[src/rtl/ccu_pkg.sv]
// ccu_pkg: shared constants, controller state type and the command/status
// structs that join the coprime counter's controller and datapath.
// No dependencies.
package ccu_pkg;

  localparam int DATA_WIDTH_DEF = 32;
  localparam int MAX_PRIMES_DEF = 9;

  // first trial divisor, and the first odd one after it
  localparam int FIRST_PRIME = 2;
  localparam int FIRST_ODD   = 3;

  typedef enum logic [3:0] {
    ST_IDLE,
    ST_FAC_START,
    ST_FAC_WAIT,
    ST_STRIP_START,
    ST_STRIP_WAIT,
    ST_LEFTOVER,
    ST_SUB_INIT,
    ST_SUB_TEST,
    ST_SUB_WAIT,
    ST_SUB_ACCUM,
    ST_RESULT
  } state_t;

  typedef struct packed {
    logic load;        // capture a new request
    logic div_fac;     // start divider: cofactor / trial divisor
    logic div_sub;     // start divider: running quotient / selected prime
    logic rec_prime;   // store trial divisor as a prime
    logic take_quot;   // cofactor <= quotient
    logic next_div;    // advance trial divisor
    logic rec_left;    // store leftover cofactor if above one
    logic sub_init;    // start a subset pass
    logic k_step;      // next prime index
    logic sub_quot;    // running quotient <= quotient, flip parity
    logic accum;       // add/subtract into excluded total, next subset
    logic set_result;  // load output register
  } cmd_t;

  typedef struct packed {
    logic zero;        // request had value zero
    logic div_busy;
    logic div_done;
    logic stop_loop;   // trial divisor exceeds cofactor / divisor
    logic rem_zero;
    logic bit_set;     // current subset holds prime k
    logic k_end;       // all primes of the subset visited
    logic subset_end;  // all non-empty subsets done
  } sts_t;

endpackage

[src/rtl/ccu_in_if.sv]
// ccu_in_if: request channel of the coprime counter (valid/ready + operands).
// No dependencies.
interface ccu_in_if #(
  parameter int DATA_WIDTH = 32
);
  logic                  valid;
  logic                  ready;
  logic [DATA_WIDTH-1:0] value_n;
  logic [DATA_WIDTH-1:0] upper_limit;

  modport source (output valid, output value_n, output upper_limit, input ready);
  modport sink   (input valid, input value_n, input upper_limit, output ready);
endinterface

[src/rtl/ccu_out_if.sv]
// ccu_out_if: result channel of the coprime counter (valid/ready + count).
// No dependencies.
interface ccu_out_if #(
  parameter int DATA_WIDTH = 32
);
  logic                  valid;
  logic                  ready;
  logic [DATA_WIDTH-1:0] coprime_total;

  modport source (output valid, output coprime_total, input ready);
  modport sink   (input valid, input coprime_total, output ready);
endinterface

[src/rtl/ccu_divider.sv]
// ccu_divider: restoring unsigned divider, one quotient bit per cycle.
// Depends on nothing; used by ccu_datapath.
module ccu_divider #(
  parameter int DATA_WIDTH = 32
) (
  input  logic                  clk,
  input  logic                  rst_n,
  input  logic                  start,
  input  logic [DATA_WIDTH-1:0] dividend,
  input  logic [DATA_WIDTH-1:0] divisor,
  output logic                  busy,
  output logic                  done,
  output logic [DATA_WIDTH-1:0] quotient,
  output logic [DATA_WIDTH-1:0] remainder
);
  localparam int CW = $clog2(DATA_WIDTH + 1);

  logic [DATA_WIDTH-1:0] rem_r, rem_nxt;
  logic [DATA_WIDTH-1:0] quo_r, quo_nxt;
  logic [DATA_WIDTH-1:0] dvs_r;
  logic [CW-1:0]         cnt_r;
  logic                  busy_r, done_r;
  logic [DATA_WIDTH:0]   shifted, diff;

  assign shifted = {rem_r, quo_r[DATA_WIDTH-1]};
  assign diff    = shifted - {1'b0, dvs_r};

  always_comb begin
    if (shifted >= {1'b0, dvs_r}) begin
      rem_nxt = diff[DATA_WIDTH-1:0];
      quo_nxt = {quo_r[DATA_WIDTH-2:0], 1'b1};
    end else begin
      rem_nxt = shifted[DATA_WIDTH-1:0];
      quo_nxt = {quo_r[DATA_WIDTH-2:0], 1'b0};
    end
  end

  always_ff @(posedge clk) begin
    if (!rst_n) begin
      busy_r <= 1'b0;
      done_r <= 1'b0;
      cnt_r  <= '0;
    end else begin
      done_r <= 1'b0;
      if (start) begin
        busy_r <= 1'b1;
        cnt_r  <= CW'(DATA_WIDTH);
      end else if (busy_r) begin
        cnt_r <= cnt_r - 1'b1;
        if (cnt_r == CW'(1)) begin
          busy_r <= 1'b0;
          done_r <= 1'b1;
        end
      end
    end
  end

  always_ff @(posedge clk) begin
    if (start) begin
      rem_r <= '0;
      quo_r <= dividend;
      dvs_r <= divisor;
    end else if (busy_r) begin
      rem_r <= rem_nxt;
      quo_r <= quo_nxt;
    end
  end

  assign busy      = busy_r;
  assign done      = done_r;
  assign quotient  = quo_r;
  assign remainder = rem_r;
endmodule

[src/rtl/ccu_datapath.sv]
// ccu_datapath: operand, prime list and subset registers plus the shared divider.
// Depends on ccu_pkg and ccu_divider; driven by ccu_ctrl commands.
module ccu_datapath #(
  parameter int DATA_WIDTH = 32,
  parameter int MAX_PRIMES = 9
) (
  input  logic                  clk,
  input  logic                  rst_n,
  input  ccu_pkg::cmd_t         cmd,
  output ccu_pkg::sts_t         sts,
  input  logic [DATA_WIDTH-1:0] value_n,
  input  logic [DATA_WIDTH-1:0] upper_limit,
  output logic [DATA_WIDTH-1:0] coprime_total
);
  import ccu_pkg::*;

  localparam int CNT_W = $clog2(MAX_PRIMES + 1);
  localparam int IDX_W = (MAX_PRIMES > 1) ? $clog2(MAX_PRIMES) : 1;

  logic [DATA_WIDTH-1:0] v_r, d_r, m_r, q_r, exc_r, res_r;
  logic                  zero_r, par_r;
  logic [DATA_WIDTH-1:0] prime_r [MAX_PRIMES];
  logic [CNT_W-1:0]      cnt_r, k_r;
  logic [MAX_PRIMES:0]   subset_r;

  logic                  div_start, div_busy, div_done;
  logic [DATA_WIDTH-1:0] div_a, div_b, div_q, div_rem;
  logic                  room;

  assign div_start = cmd.div_fac | cmd.div_sub;
  assign div_a     = cmd.div_sub ? q_r : v_r;
  assign div_b     = cmd.div_sub ? prime_r[k_r[IDX_W-1:0]] : d_r;
  assign room      = (cnt_r < CNT_W'(MAX_PRIMES));

  ccu_divider #(.DATA_WIDTH(DATA_WIDTH)) u_div (
    .clk       (clk),
    .rst_n     (rst_n),
    .start     (div_start),
    .dividend  (div_a),
    .divisor   (div_b),
    .busy      (div_busy),
    .done      (div_done),
    .quotient  (div_q),
    .remainder (div_rem)
  );

  always_ff @(posedge clk) begin
    if (cmd.load) begin
      v_r      <= value_n;
      m_r      <= upper_limit;
      zero_r   <= (value_n == '0);
      d_r      <= DATA_WIDTH'(FIRST_PRIME);
      cnt_r    <= '0;
      exc_r    <= '0;
      subset_r <= (MAX_PRIMES + 1)'(1);
    end else begin
      if (cmd.take_quot)
        v_r <= div_q;
      if (cmd.next_div)
        d_r <= (d_r == DATA_WIDTH'(FIRST_PRIME)) ? DATA_WIDTH'(FIRST_ODD)
                                                 : d_r + DATA_WIDTH'(2);
      if (cmd.rec_prime && room) begin
        prime_r[cnt_r[IDX_W-1:0]] <= d_r;
        cnt_r <= cnt_r + 1'b1;
      end
      if (cmd.rec_left && room && (v_r > DATA_WIDTH'(1))) begin
        prime_r[cnt_r[IDX_W-1:0]] <= v_r;
        cnt_r <= cnt_r + 1'b1;
      end
      if (cmd.accum) begin
        exc_r    <= par_r ? exc_r + q_r : exc_r - q_r;
        subset_r <= subset_r + 1'b1;
      end
    end
  end

  // one subset pass: q = m divided by each selected prime in turn
  always_ff @(posedge clk) begin
    if (cmd.sub_init) begin
      q_r   <= m_r;
      k_r   <= '0;
      par_r <= 1'b0;
    end else begin
      if (cmd.sub_quot) begin
        q_r   <= div_q;
        par_r <= ~par_r;
      end
      if (cmd.k_step)
        k_r <= k_r + 1'b1;
    end
  end

  always_ff @(posedge clk) begin
    if (cmd.set_result)
      res_r <= zero_r ? DATA_WIDTH'(m_r != '0) : m_r - exc_r;
  end

  always_comb begin
    sts.zero       = zero_r;
    sts.div_busy   = div_busy;
    sts.div_done   = div_done;
    sts.stop_loop  = (d_r != DATA_WIDTH'(FIRST_PRIME)) && (d_r > div_q);
    sts.rem_zero   = (div_rem == '0);
    sts.bit_set    = subset_r[k_r];
    sts.k_end      = (k_r == cnt_r);
    sts.subset_end = ((subset_r >> cnt_r) != '0);
  end

  assign coprime_total = res_r;
endmodule

[src/rtl/ccu_ctrl.sv]
// ccu_ctrl: sequencer for factoring and the subset sweep, plus output valid.
// Depends on ccu_pkg; commands ccu_datapath.
module ccu_ctrl (
  input  logic          clk,
  input  logic          rst_n,
  input  logic          in_valid,
  output logic          in_ready,
  output logic          out_valid,
  input  logic          out_ready,
  input  ccu_pkg::sts_t sts,
  output ccu_pkg::cmd_t cmd
);
  import ccu_pkg::*;

  state_t state_r, state_nxt;
  logic   out_valid_r, out_valid_nxt;
  logic   slot_free;

  assign slot_free = !out_valid_r || out_ready;

  always_comb begin
    state_nxt = state_r;
    case (state_r)
      ST_IDLE:        if (in_valid) state_nxt = ST_FAC_START;
      ST_FAC_START:   state_nxt = sts.zero ? ST_RESULT : ST_FAC_WAIT;
      ST_FAC_WAIT: begin
        if (sts.div_done) begin
          if (sts.stop_loop)     state_nxt = ST_LEFTOVER;
          else if (sts.rem_zero) state_nxt = ST_STRIP_START;
          else                   state_nxt = ST_FAC_START;
        end
      end
      ST_STRIP_START: state_nxt = ST_STRIP_WAIT;
      ST_STRIP_WAIT: begin
        if (sts.div_done)
          state_nxt = sts.rem_zero ? ST_STRIP_START : ST_FAC_START;
      end
      ST_LEFTOVER:    state_nxt = ST_SUB_INIT;
      ST_SUB_INIT:    state_nxt = sts.subset_end ? ST_RESULT : ST_SUB_TEST;
      ST_SUB_TEST: begin
        if (sts.k_end)        state_nxt = ST_SUB_ACCUM;
        else if (sts.bit_set) state_nxt = ST_SUB_WAIT;
      end
      ST_SUB_WAIT:    if (sts.div_done) state_nxt = ST_SUB_TEST;
      ST_SUB_ACCUM:   state_nxt = ST_SUB_INIT;
      ST_RESULT:      if (slot_free) state_nxt = ST_IDLE;
      default:        state_nxt = ST_IDLE;
    endcase
  end

  always_comb begin
    cmd = '0;
    case (state_r)
      ST_IDLE:        cmd.load = in_valid;
      ST_FAC_START:   cmd.div_fac = !sts.zero;
      ST_FAC_WAIT: begin
        if (sts.div_done && !sts.stop_loop) begin
          cmd.rec_prime = sts.rem_zero;
          cmd.take_quot = sts.rem_zero;
          cmd.next_div  = !sts.rem_zero;
        end
      end
      ST_STRIP_START: cmd.div_fac = 1'b1;
      ST_STRIP_WAIT: begin
        if (sts.div_done) begin
          cmd.take_quot = sts.rem_zero;
          cmd.next_div  = !sts.rem_zero;
        end
      end
      ST_LEFTOVER:    cmd.rec_left = 1'b1;
      ST_SUB_INIT:    cmd.sub_init = !sts.subset_end;
      ST_SUB_TEST: begin
        if (!sts.k_end) begin
          cmd.div_sub = sts.bit_set;
          cmd.k_step  = !sts.bit_set;
        end
      end
      ST_SUB_WAIT: begin
        cmd.sub_quot = sts.div_done;
        cmd.k_step   = sts.div_done;
      end
      ST_SUB_ACCUM:   cmd.accum = 1'b1;
      ST_RESULT:      cmd.set_result = slot_free;
      default:        cmd = '0;
    endcase
  end

  always_comb begin
    if (cmd.set_result)
      out_valid_nxt = 1'b1;
    else if (out_ready)
      out_valid_nxt = 1'b0;
    else
      out_valid_nxt = out_valid_r;
  end

  always_ff @(posedge clk) begin
    if (!rst_n) begin
      state_r     <= ST_IDLE;
      out_valid_r <= 1'b0;
    end else begin
      state_r     <= state_nxt;
      out_valid_r <= out_valid_nxt;
    end
  end

  assign in_ready  = (state_r == ST_IDLE);
  assign out_valid = out_valid_r;
endmodule

[src/rtl/coprime_count_upto.sv]
// coprime_count_upto: counts integers in 1..upper_limit coprime to value_n.
// Depends on ccu_pkg, ccu_in_if, ccu_out_if, ccu_ctrl, ccu_datapath.
//
// Usage:
//  - in_chan carries a request (value_n, upper_limit); it is taken when valid
//    and ready are both high. ready is high only while no request is in work.
//  - out_chan carries coprime_total, one per request, held in an output
//    register until taken; a new request is accepted while it waits.
//  - Method: primes of value_n by trial division (2, then odd d while
//    d*d <= cofactor), then each non-empty subset divides upper_limit by its
//    members in turn, quotients added or subtracted by subset size. One
//    restoring divider serves all divisions, one at a time. A 32-bit prime
//    value_n needs about 32768 trial divisors. value_n = 0 gives
//    (upper_limit >= 1).
//  - Only the first MAX_PRIMES distinct primes are used.
//  - Reset (rst_n low, synchronous) returns to idle and drops any result.
//  - If the receiver stalls, a finished result waits in its final state
//    until the output register frees up.
module coprime_count_upto #(
  parameter int DATA_WIDTH = ccu_pkg::DATA_WIDTH_DEF,
  parameter int MAX_PRIMES = ccu_pkg::MAX_PRIMES_DEF
) (
  input  logic       clk,
  input  logic       rst_n,
  ccu_in_if.sink     in_chan,
  ccu_out_if.source  out_chan
);
  import ccu_pkg::*;

  cmd_t cmd;
  sts_t sts;

  ccu_ctrl u_ctrl (
    .clk       (clk),
    .rst_n     (rst_n),
    .in_valid  (in_chan.valid),
    .in_ready  (in_chan.ready),
    .out_valid (out_chan.valid),
    .out_ready (out_chan.ready),
    .sts       (sts),
    .cmd       (cmd)
  );

  ccu_datapath #(
    .DATA_WIDTH (DATA_WIDTH),
    .MAX_PRIMES (MAX_PRIMES)
  ) u_dp (
    .clk           (clk),
    .rst_n         (rst_n),
    .cmd           (cmd),
    .sts           (sts),
    .value_n       (in_chan.value_n),
    .upper_limit   (in_chan.upper_limit),
    .coprime_total (out_chan.coprime_total)
  );

  // one request in work at a time
  a_one_in_flight: assert property (@(posedge clk) disable iff (!rst_n)
    in_chan.valid && in_chan.ready |=> !in_chan.ready)
    else $error("request accepted while another is in work");

  // a fresh result coincides with the return to idle
  a_result_idle: assert property (@(posedge clk) disable iff (!rst_n)
    $rose(out_chan.valid) |-> in_chan.ready)
    else $error("result raised without returning to idle");

  // the shared divider is never restarted mid-division
  a_div_free: assert property (@(posedge clk) disable iff (!rst_n)
    (cmd.div_fac || cmd.div_sub) |-> !sts.div_busy)
    else $error("divider started while busy");
endmodule
[src/flat_wrapper.sv]
// flat-port wrapper written by rule: the top's interface ports become plain ports
module coprime_count_upto_flat import ccu_pkg::*;
#(
  parameter int DATA_WIDTH = ccu_pkg::DATA_WIDTH_DEF,
  parameter int MAX_PRIMES = ccu_pkg::MAX_PRIMES_DEF
)
  (clk, rst_n, in_chan_valid, in_chan_value_n, in_chan_upper_limit, in_chan_ready, out_chan_valid, out_chan_coprime_total, out_chan_ready);
  ccu_in_if #(.DATA_WIDTH(DATA_WIDTH)) in_chan_i ();
  ccu_out_if #(.DATA_WIDTH(DATA_WIDTH)) out_chan_i ();
  input  logic clk;
  input  logic rst_n;
  input wire logic [$bits(in_chan_i.valid)-1:0] in_chan_valid;
  input wire logic [$bits(in_chan_i.value_n)-1:0] in_chan_value_n;
  input wire logic [$bits(in_chan_i.upper_limit)-1:0] in_chan_upper_limit;
  output wire logic [$bits(in_chan_i.ready)-1:0] in_chan_ready;
  output wire logic [$bits(out_chan_i.valid)-1:0] out_chan_valid;
  output wire logic [$bits(out_chan_i.coprime_total)-1:0] out_chan_coprime_total;
  input wire logic [$bits(out_chan_i.ready)-1:0] out_chan_ready;
  assign in_chan_i.valid = in_chan_valid;
  assign in_chan_i.value_n = in_chan_value_n;
  assign in_chan_i.upper_limit = in_chan_upper_limit;
  assign in_chan_ready = in_chan_i.ready;
  assign out_chan_valid = out_chan_i.valid;
  assign out_chan_coprime_total = out_chan_i.coprime_total;
  assign out_chan_i.ready = out_chan_ready;
  coprime_count_upto #(.DATA_WIDTH(DATA_WIDTH), .MAX_PRIMES(MAX_PRIMES)) u_core (.clk(clk), .rst_n(rst_n), .in_chan(in_chan_i), .out_chan(out_chan_i));
endmodule
[config.mk]
export PLATFORM = sky130hd
export DESIGN_NAME = coprime_count_upto_flat
export DESIGN_NICKNAME = d
export VERILOG_FILES = /design/src/rtl/ccu_pkg.sv /design/src/rtl/ccu_in_if.sv /design/src/rtl/ccu_out_if.sv /design/src/rtl/ccu_divider.sv /design/src/rtl/ccu_datapath.sv /design/src/rtl/ccu_ctrl.sv /design/src/rtl/coprime_count_upto.sv /design/src/flat_wrapper.sv
export SDC_FILE = /design/constraint.sdc
export NUM_CORES = 1
export LEC_CHECK = 0
export BUFFER_PORTS_ARGS = -buffer_cell sky130_fd_sc_hd__clkbuf_2
export CAP_MARGIN = 10
export CELL_PAD_IN_SITES_DETAIL_PLACEMENT = 0
export CELL_PAD_IN_SITES_GLOBAL_PLACEMENT = 1
export CORE_MARGIN = 4
export CORE_UTILIZATION = 26
export DETAILED_ROUTE_END_ITERATION = 6
export PLACE_DENSITY_LB_ADDON = 0.1
export SYNTH_ARGS = -nofsm -noshare
export SYNTH_HDL_FRONTEND = slang
export SYNTH_SLANG_ARGS = --single-unit
[constraint.sdc]
create_clock -name clk -period 8.15 [get_ports clk]
set_clock_uncertainty 0.2 [all_clocks]
set_input_delay 2.0375 -clock clk [delete_from_list [all_inputs] [get_ports clk]]
set_output_delay 2.0375 -clock clk [all_outputs]
set_load 0.005 [all_outputs]
=== Word-level counts from Yosys, hierarchy flattened ===
Memory sizes are Yosys's and may differ from the RTL's. A register that Yosys moved wholly into a read port is not among the register bits.
Cells that the tools add are included.

* Flip-flop bits (word level): 321
* Bits in writable memories: 288
* Output and inout port bits: 34
* Memories: 1

* Magnitude comparators: 5
* Mux-type cells: 61
* $add $sub $neg: 9
* Reductions and logical operators: 26
* Bitwise gates (word level): 5
* Equal/unequal tests: 20
* Shift-type cells: 1

{| class="wikitable"
|+ Memories
! memory !! depth !! width !! read ports !! clocked after Yosys merged registers in !! wr ports !! line !! RTL
|-
| u_core.u_dp.prime_r || 9 || 32 || 1 || 1 || 1 || ccu_datapath.sv:22 || <nowiki>logic [DATA_WIDTH-1:0] prime_r [MAX_PRIMES];</nowiki>
|}

{| class="wikitable"
|+ Operators with widths
! operator !! count
|-
| 2-to-1 mux 32 bit || 12
|-
| subtractor 32 bit || 3
|-
| zero test 32 bit || 2
|-
| 2-to-1 mux 4 bit || 13
|-
| case mux 4 bit (10 select lines) || 1
|-
| greater-or-equal comparator 33 x 32 -> 1 bit || 1
|-
| adder 32 x 2 -> 32 bit, second input constant || 1
|-
| adder 32 bit || 1
|-
| equality test 32 x 2 -> 1 bit, second input constant || 1
|-
| greater-than comparator 32 x 1 -> 1 bit, second input constant || 1
|-
| greater-than comparator 32 bit || 1
|-
| inequality test 32 x 2 -> 1 bit, second input constant || 1
|-
| nonzero test 32 bit || 1
|-
| 2-to-1 mux 1 bit || 25
|-
| equality test 4 x 3 -> 1 bit, second input constant || 4
|-
| equality test 4 bit, second input constant || 3
|-
| 2-to-1 mux 6 bit || 2
|-
| adder 10 x 1 -> 10 bit, second input constant || 1
|-
| inequality test 2 bit, second input constant || 5
|-
| nonzero test 10 bit || 1
|-
| nonzero test 2 bit || 5
|-
| >> shifter 10 x 4 -> 10 bit || 1
|-
| adder 4 x 1 -> 4 bit, second input constant || 2
|-
| equality test 4 x 2 -> 1 bit, second input constant || 2
|-
| 21 further kinds || 37
|}

=== Longest topological paths before layout ===
* Depth in word-level cells: 11
* Depth in mapped cells: 21
* Gate-level depth less buffers: 21

=== By module ===
A second synthesis with hierarchy kept.

* Cells, all modules: 2699
* Area total of the unflattened synthesis: 32214.6 sq um

{| class="wikitable"
|+ By module, submodules not included
! module !! cells each !! instances !! area an instance (sq um)
|-
| ccu_datapath || 2072 || 1 || 25697.1
|-
| ccu_divider || 555 || 1 || 5959.5
|-
| ccu_ctrl || 72 || 1 || 558.0
|}

=== Worst setup path after synthesis ===
No wires, ideal clock.

* Path kind: register to register
* From: register u_core.u_dp.u_div.quo_r[1], in the netlist u_core.u_dp.u_div.quotient[1]
* To: memory u_core.u_dp.prime_r[8][0] (enable)
* Arrival time: 4.541 ns
* Library setup time: 0.468 ns
* Setup slack: 2.941 ns
* Stages on the path, launching flop included: 14
* Data required time: 7.482 ns
* Cells stage by stage: edfxtp_1 > inv_1 > ha_1 > nor2b_1 > o21a_1 > o21a_1 > o21ai_1 > a21o_1 > a31oi_1 > o21ai_0 > a21bo_2 > clkbuf_1 > nand2_1 > nor3b_1

* Word-level cells in the longest chain between the ends: 11

{| class="wikitable"
|+ RTL lines
! element !! line !! RTL
|-
| start: declaration || ccu_divider.sv:19 || <nowiki>logic [DATA_WIDTH-1:0] quo_r, quo_nxt;</nowiki>
|-
| start signal: assignment || ccu_divider.sv:61 || <nowiki>quo_r <= dividend;</nowiki>
|-
| start signal: assignment || ccu_divider.sv:65 || <nowiki>quo_r <= quo_nxt;</nowiki>
|-
| greater-than comparator 32 bit || ccu_datapath.sv:102 || <nowiki>sts.stop_loop = (d_r != DATA_WIDTH'(FIRST_PRIME)) && (d_r > div_q);</nowiki>
|-
| logical AND 1 bit || ccu_datapath.sv:102 ||
|-
| zero test 1 bit || ccu_ctrl.sv:57 || <nowiki>if (sts.div_done && !sts.stop_loop) begin</nowiki>
|-
| logical AND 1 bit || ccu_ctrl.sv:57 ||
|-
| 2-to-1 mux 3 bit || ccu_ctrl.sv:57 ||
|-
| 2-to-1 mux 1 bit || ccu_ctrl.sv:53 || <nowiki>case (state_r)</nowiki>
|-
| logical AND 1 bit || ccu_datapath.sv:62 || <nowiki>if (cmd.rec_prime && room) begin</nowiki>
|-
| 2-to-1 mux 1 bit || ccu_datapath.sv:62 ||
|-
| 2-to-1 mux 1 bit || ccu_datapath.sv:48 || <nowiki>if (cmd.load) begin</nowiki>
|-
| 2-to-1 mux 1 bit (not written as such) || ccu_datapath.sv:63 || <nowiki>prime_r[cnt_r[IDX_W-1:0]] <= d_r;</nowiki>
|-
| bitwise OR 1 bit (no line) || -- ||
|-
| end: declaration || ccu_datapath.sv:22 ||
|}

No other way between the ends.

=== Worst setup path after layout ===
* From: register u_core.u_dp.q_r[3]
* To: register u_core.u_dp.exc_r[28]

* Word-level cells in the longest chain between the ends: 2

{| class="wikitable"
|+ RTL lines
! element !! line !! RTL
|-
| start: declaration || ccu_datapath.sv:20 || <nowiki>logic [DATA_WIDTH-1:0] v_r, d_r, m_r, q_r, exc_r, res_r;</nowiki>
|-
| start signal: assignment || ccu_datapath.sv:80 || <nowiki>q_r <= m_r;</nowiki>
|-
| start signal: assignment || ccu_datapath.sv:85 || <nowiki>q_r <= div_q;</nowiki>
|-
| subtractor 32 bit or adder 32 bit (tied branches) || ccu_datapath.sv:71 || <nowiki>exc_r <= par_r ? exc_r + q_r : exc_r - q_r;</nowiki>
|-
| 2-to-1 mux 32 bit (*) || ccu_datapath.sv:71 ||
|-
| end signal: assignment || ccu_datapath.sv:71 ||
|-
| end: declaration || ccu_datapath.sv:20 ||
|}

Mark *: on every way between the ends. The rest lies on a longest branch, timed or not.
A chain may end at the register's enable or synchronous reset.

==> impl_metrics.tcl <==
set metrics [dict create \
    ios 102 \
    synth_top_flop_cell "edfxtp_1" \
    ys_seq_area_share_pct 55.2 \
    grt_antenna_before_repair 2 \
    nNetsFinal 3034 \
    fill_cells 12026 \
    port-buffer-count 101 \
    htreeDepth 3 \
    hold_path_end "u_core.u_dp.exc_r[6]$_SDFFE_PP0N_" \
    grt_pass1_vias 21931 \
    ys_types 75 \
    r2r_cells 16 \
    core_area_um2 118000 \
    final_layout_size_suffix_gt1_share_pct 13.2 \
    p_leak_nw 12.4 \
    max_freq_ghz 0.200 \
    cts-root-buf "clkbuf_16" \
    r2r_slack_ns 3.15 \
    critPathLaunchType "register" \
    final_common_cell "edfxtp_1" \
    vdd.ir_drop.worst_mv 0.157 \
    hold_path_depth 2 \
    die_w_um 353 \
    gp_congestion 0.824 \
    clkSinkCount 613 \
    grt_first_pass_wirelength_mm 148 \
    min-delay-start "u_core.u_dp.exc_r[6]$_SDFFE_PP0N_" \
    vias 21925 \
    synthArstFlopShare_pct 0 \
    finalSetupTns_ns 0 \
    layout_worst_path_cycle_share_pct 61.4 \
    end_kind "register" \
    postSynthAreaPerCell_um2 11.3 \
    row_count 126 \
    syn_area_um2 31000 \
    fin_crit_ns 5.00 \
    synth_warnings 0 \
    worst_slew_pin_slew_ns 1.15 \
    postCtsSetupBuffers 0 \
    grt_max_degree 71 \
    status "complete, no violations" \
    dieArea_um2 125000 \
    synth_edf_count 481 \
    maxSlewHeadroom_pct 22.8 \
    grt-ovfl-total 0 \
    dp_hpwl_mm 71.3 \
    r2r-end "u_core.u_dp.exc_r[28]$_SDFFE_PP0N_" \
    setup_viol 0 \
    cts_buffers 77 \
    groute.usage.overall_pct 15.7 \
    arrival_ns 5.32 \
    path_max_fanout 5 \
    firstDrtPassIters 5 \
    synth_nets 2942 \
    cts_tree "done" \
    routed_wl_mm 100 \
    start_util_pct 26.2 \
    ys_ff_latch 613 \
    maxCapViolCount 0 \
    cts_resized 0 \
    drcViolationCount 0 \
    hp-class "reg2reg" \
    syn_inst 2734 \
    vias_per_cell 4.95 \
    clk_latency_ns 0.65 \
    chipHeight_um 353 \
    wl_per_cell_um 22.7 \
    crit_required_ns 8.47 \
    crit_type "reg2reg" \
    hold_violations 0 \
    syn_to_final_growth_pct 15.5 \
    clk_pin_slew_ns 0.06 \
    ctsHoldBuffers 0 \
    powerDensity_nw_per_um2 299 \
    ant_nets 0 \
    slew_viol_final 0 \
    rsz0062_at_grt "false" \
    final_cell_mix "481 x edfxtp_1, 267 x nand2_1, 244 x a21oi_1" \
    timing.rr.start "u_core.u_dp.q_r[3]$_DFFE_PP_" \
    totalPowerFinal_mw 10.7 \
    clockBufferDepth 3 \
    drt_iter0_drc 1446 \
]
==> Yosys cell counts, drive strengths merged (17+ instances only) <==
| library cell | count | area (um2) |
|---|---|---|
| edfxtp | 481 | 14400 |
| nand2 | 267 | 1000 |
| a21oi | 245 | 1230 |
| nor2 | 210 | 788 |
| o21ai | 180 | 901 |
| inv | 139 | 522 |
| ha | 137 | 1710 |
| dfxtp | 132 | 2640 |
| clkbuf | 91 | 342 |
| xnor2 | 72 | 631 |
| mux4 | 66 | 1490 |
| xor2 | 65 | 569 |
| nor3 | 52 | 265 |
| mux2i | 47 | 470 |
| nor4 | 47 | 300 |
| nand3 | 44 | 220 |
| a21o | 35 | 263 |
| mux2 | 35 | 394 |
| a211oi | 34 | 260 |
| o22ai | 34 | 213 |
| buf | 33 | 150 |
| nand2b | 30 | 188 |
| nand4 | 26 | 163 |
| o21a | 25 | 188 |
| and3 | 22 | 138 |
| nor2b | 19 | 119 |
| a31oi | 17 | 106 |
==> worst max-delay path, stage by stage (launching register included) <==
cell and delay (ns):
edfxtp_1 0.46, or3_1 0.42, nor3b_1 0.59, and3b_1 0.38, a21oi_1 0.11, xor2_1 0.20, ha_1 0.35, a21o_1 0.20
a21oi_1 0.17, a2bb2oi_1 0.17, o31ai_1 0.14, o41ai_4 0.34, a21oi_1 0.17, a221o_1 0.38, and2_1 0.18, a2111oi_0 0.35
o31ai_1 0.10
==> where the power goes <==
part           switching [mW]  internal (mW)
sequential              0.408           3.93
combinational            1.90           1.04
clock                    1.42           2.00
==> through the flow <==
stage	cell area (um2)	cells	setup WS (ns)	hold WS, ns	utilization, %
after floorplan	31000	2734	2.94	0.249	-
after global placement	33300	4281	3.10	0.277	28.2
after detailed placement	33300	4282	3.07	0.286	28.2
after CTS	35800	4423	3.12	0.291	30.3
after global routing	35800	4424	2.75	0.311	30.3
final	35800	4426	3.15	0.287	30.3
==> cell families (layout without fill, tap and decap cells) <==
family / after synthesis / after routing / synth area share (%)
compound gates: 662 / 662 / 12.8
xor+xnor: 137 / 137 / 3.87
fa+ha+maj: 140 / 140 / 5.73
buf+inv: 263 / 417 / 3.27
flops: 613 / 613 / 55.2
mux: 148 / 148 / 7.59
other cells: 0 / 2 / 0
simple gates: 771 / 771 / 11.6
==> per-layer routing <==
layer / wire [um] / track usage, %
met1: 49500 / 22.7
met2: 45000 / 24.8
met3: 3890 / 2.23
met4: 1940 / 3.67
met5: 0 / 0
==> state kept, by name, summed over array words and instances, names as in the netlist, 4 cells and up, named ones only <==
| register | cells |
|---|---|
| u_core.u_dp.prime_r | 288 |
| u_core.u_dp.coprime_total | 32 |
| u_core.u_dp.d_r | 32 |
| u_core.u_dp.exc_r | 32 |
| u_core.u_dp.m_r | 32 |
| u_core.u_dp.q_r | 32 |
| u_core.u_dp.u_div.dvs_r | 32 |
| u_core.u_dp.u_div.quotient | 32 |
| u_core.u_dp.u_div.remainder | 32 |
| u_core.u_dp.v_r | 32 |
| u_core.u_dp.subset_r | 10 |
| u_core.u_dp.u_div.cnt_r | 6 |
| u_core.u_ctrl.state_r | 4 |
| u_core.u_dp.cnt_r | 4 |
| u_core.u_dp.k_r | 4 |
==> worst max path at each step <==
stage / start / depth (start not counted) / to / slack, ns
2_1_floorplan: u_core.u_dp.u_div.quotient[1]$_DFFE_PP_ / 13 / u_core.u_dp.prime_r[8][0]$_DFFE_PP_ / 2.94
3_3_place_gp: u_core.u_dp.q_r[3]$_DFFE_PP_ / 16 / u_core.u_dp.exc_r[28]$_SDFFE_PP0N_ / 3.10
3_5_place_dp: u_core.u_dp.q_r[3]$_DFFE_PP_ / 16 / u_core.u_dp.exc_r[28]$_SDFFE_PP0N_ / 3.07
4_1_cts: u_core.u_dp.q_r[3]$_DFFE_PP_ / 16 / u_core.u_dp.exc_r[28]$_SDFFE_PP0N_ / 3.12
5_1_grt: u_core.u_dp.q_r[9]$_DFFE_PP_ / 17 / u_core.u_dp.exc_r[31]$_SDFFE_PP0N_ / 2.75
6_report: u_core.u_dp.q_r[3]$_DFFE_PP_ / 16 / u_core.u_dp.exc_r[28]$_SDFFE_PP0N_ / 3.15
==> layout make-up <==
| class | instances | area, um2 | share of cell area (%) |
|---|---|---|---|
| sequential | 613 | 17100 | 47.8 |
| multi-input combinational | 1858 | 12900 | 36.2 |
| clock buffer | 97 | 2070 | 5.80 |
| tap | 1536 | 1920 | 5.37 |
| timing repair buffer | 137 | 776 | 2.17 |
| inverter | 139 | 524 | 1.47 |
| clock inverter | 44 | 438 | 1.22 |
| antenna | 2 | 5.00 | 0.0140 |
Note: power is estimated with default switching activity, not from simulation.
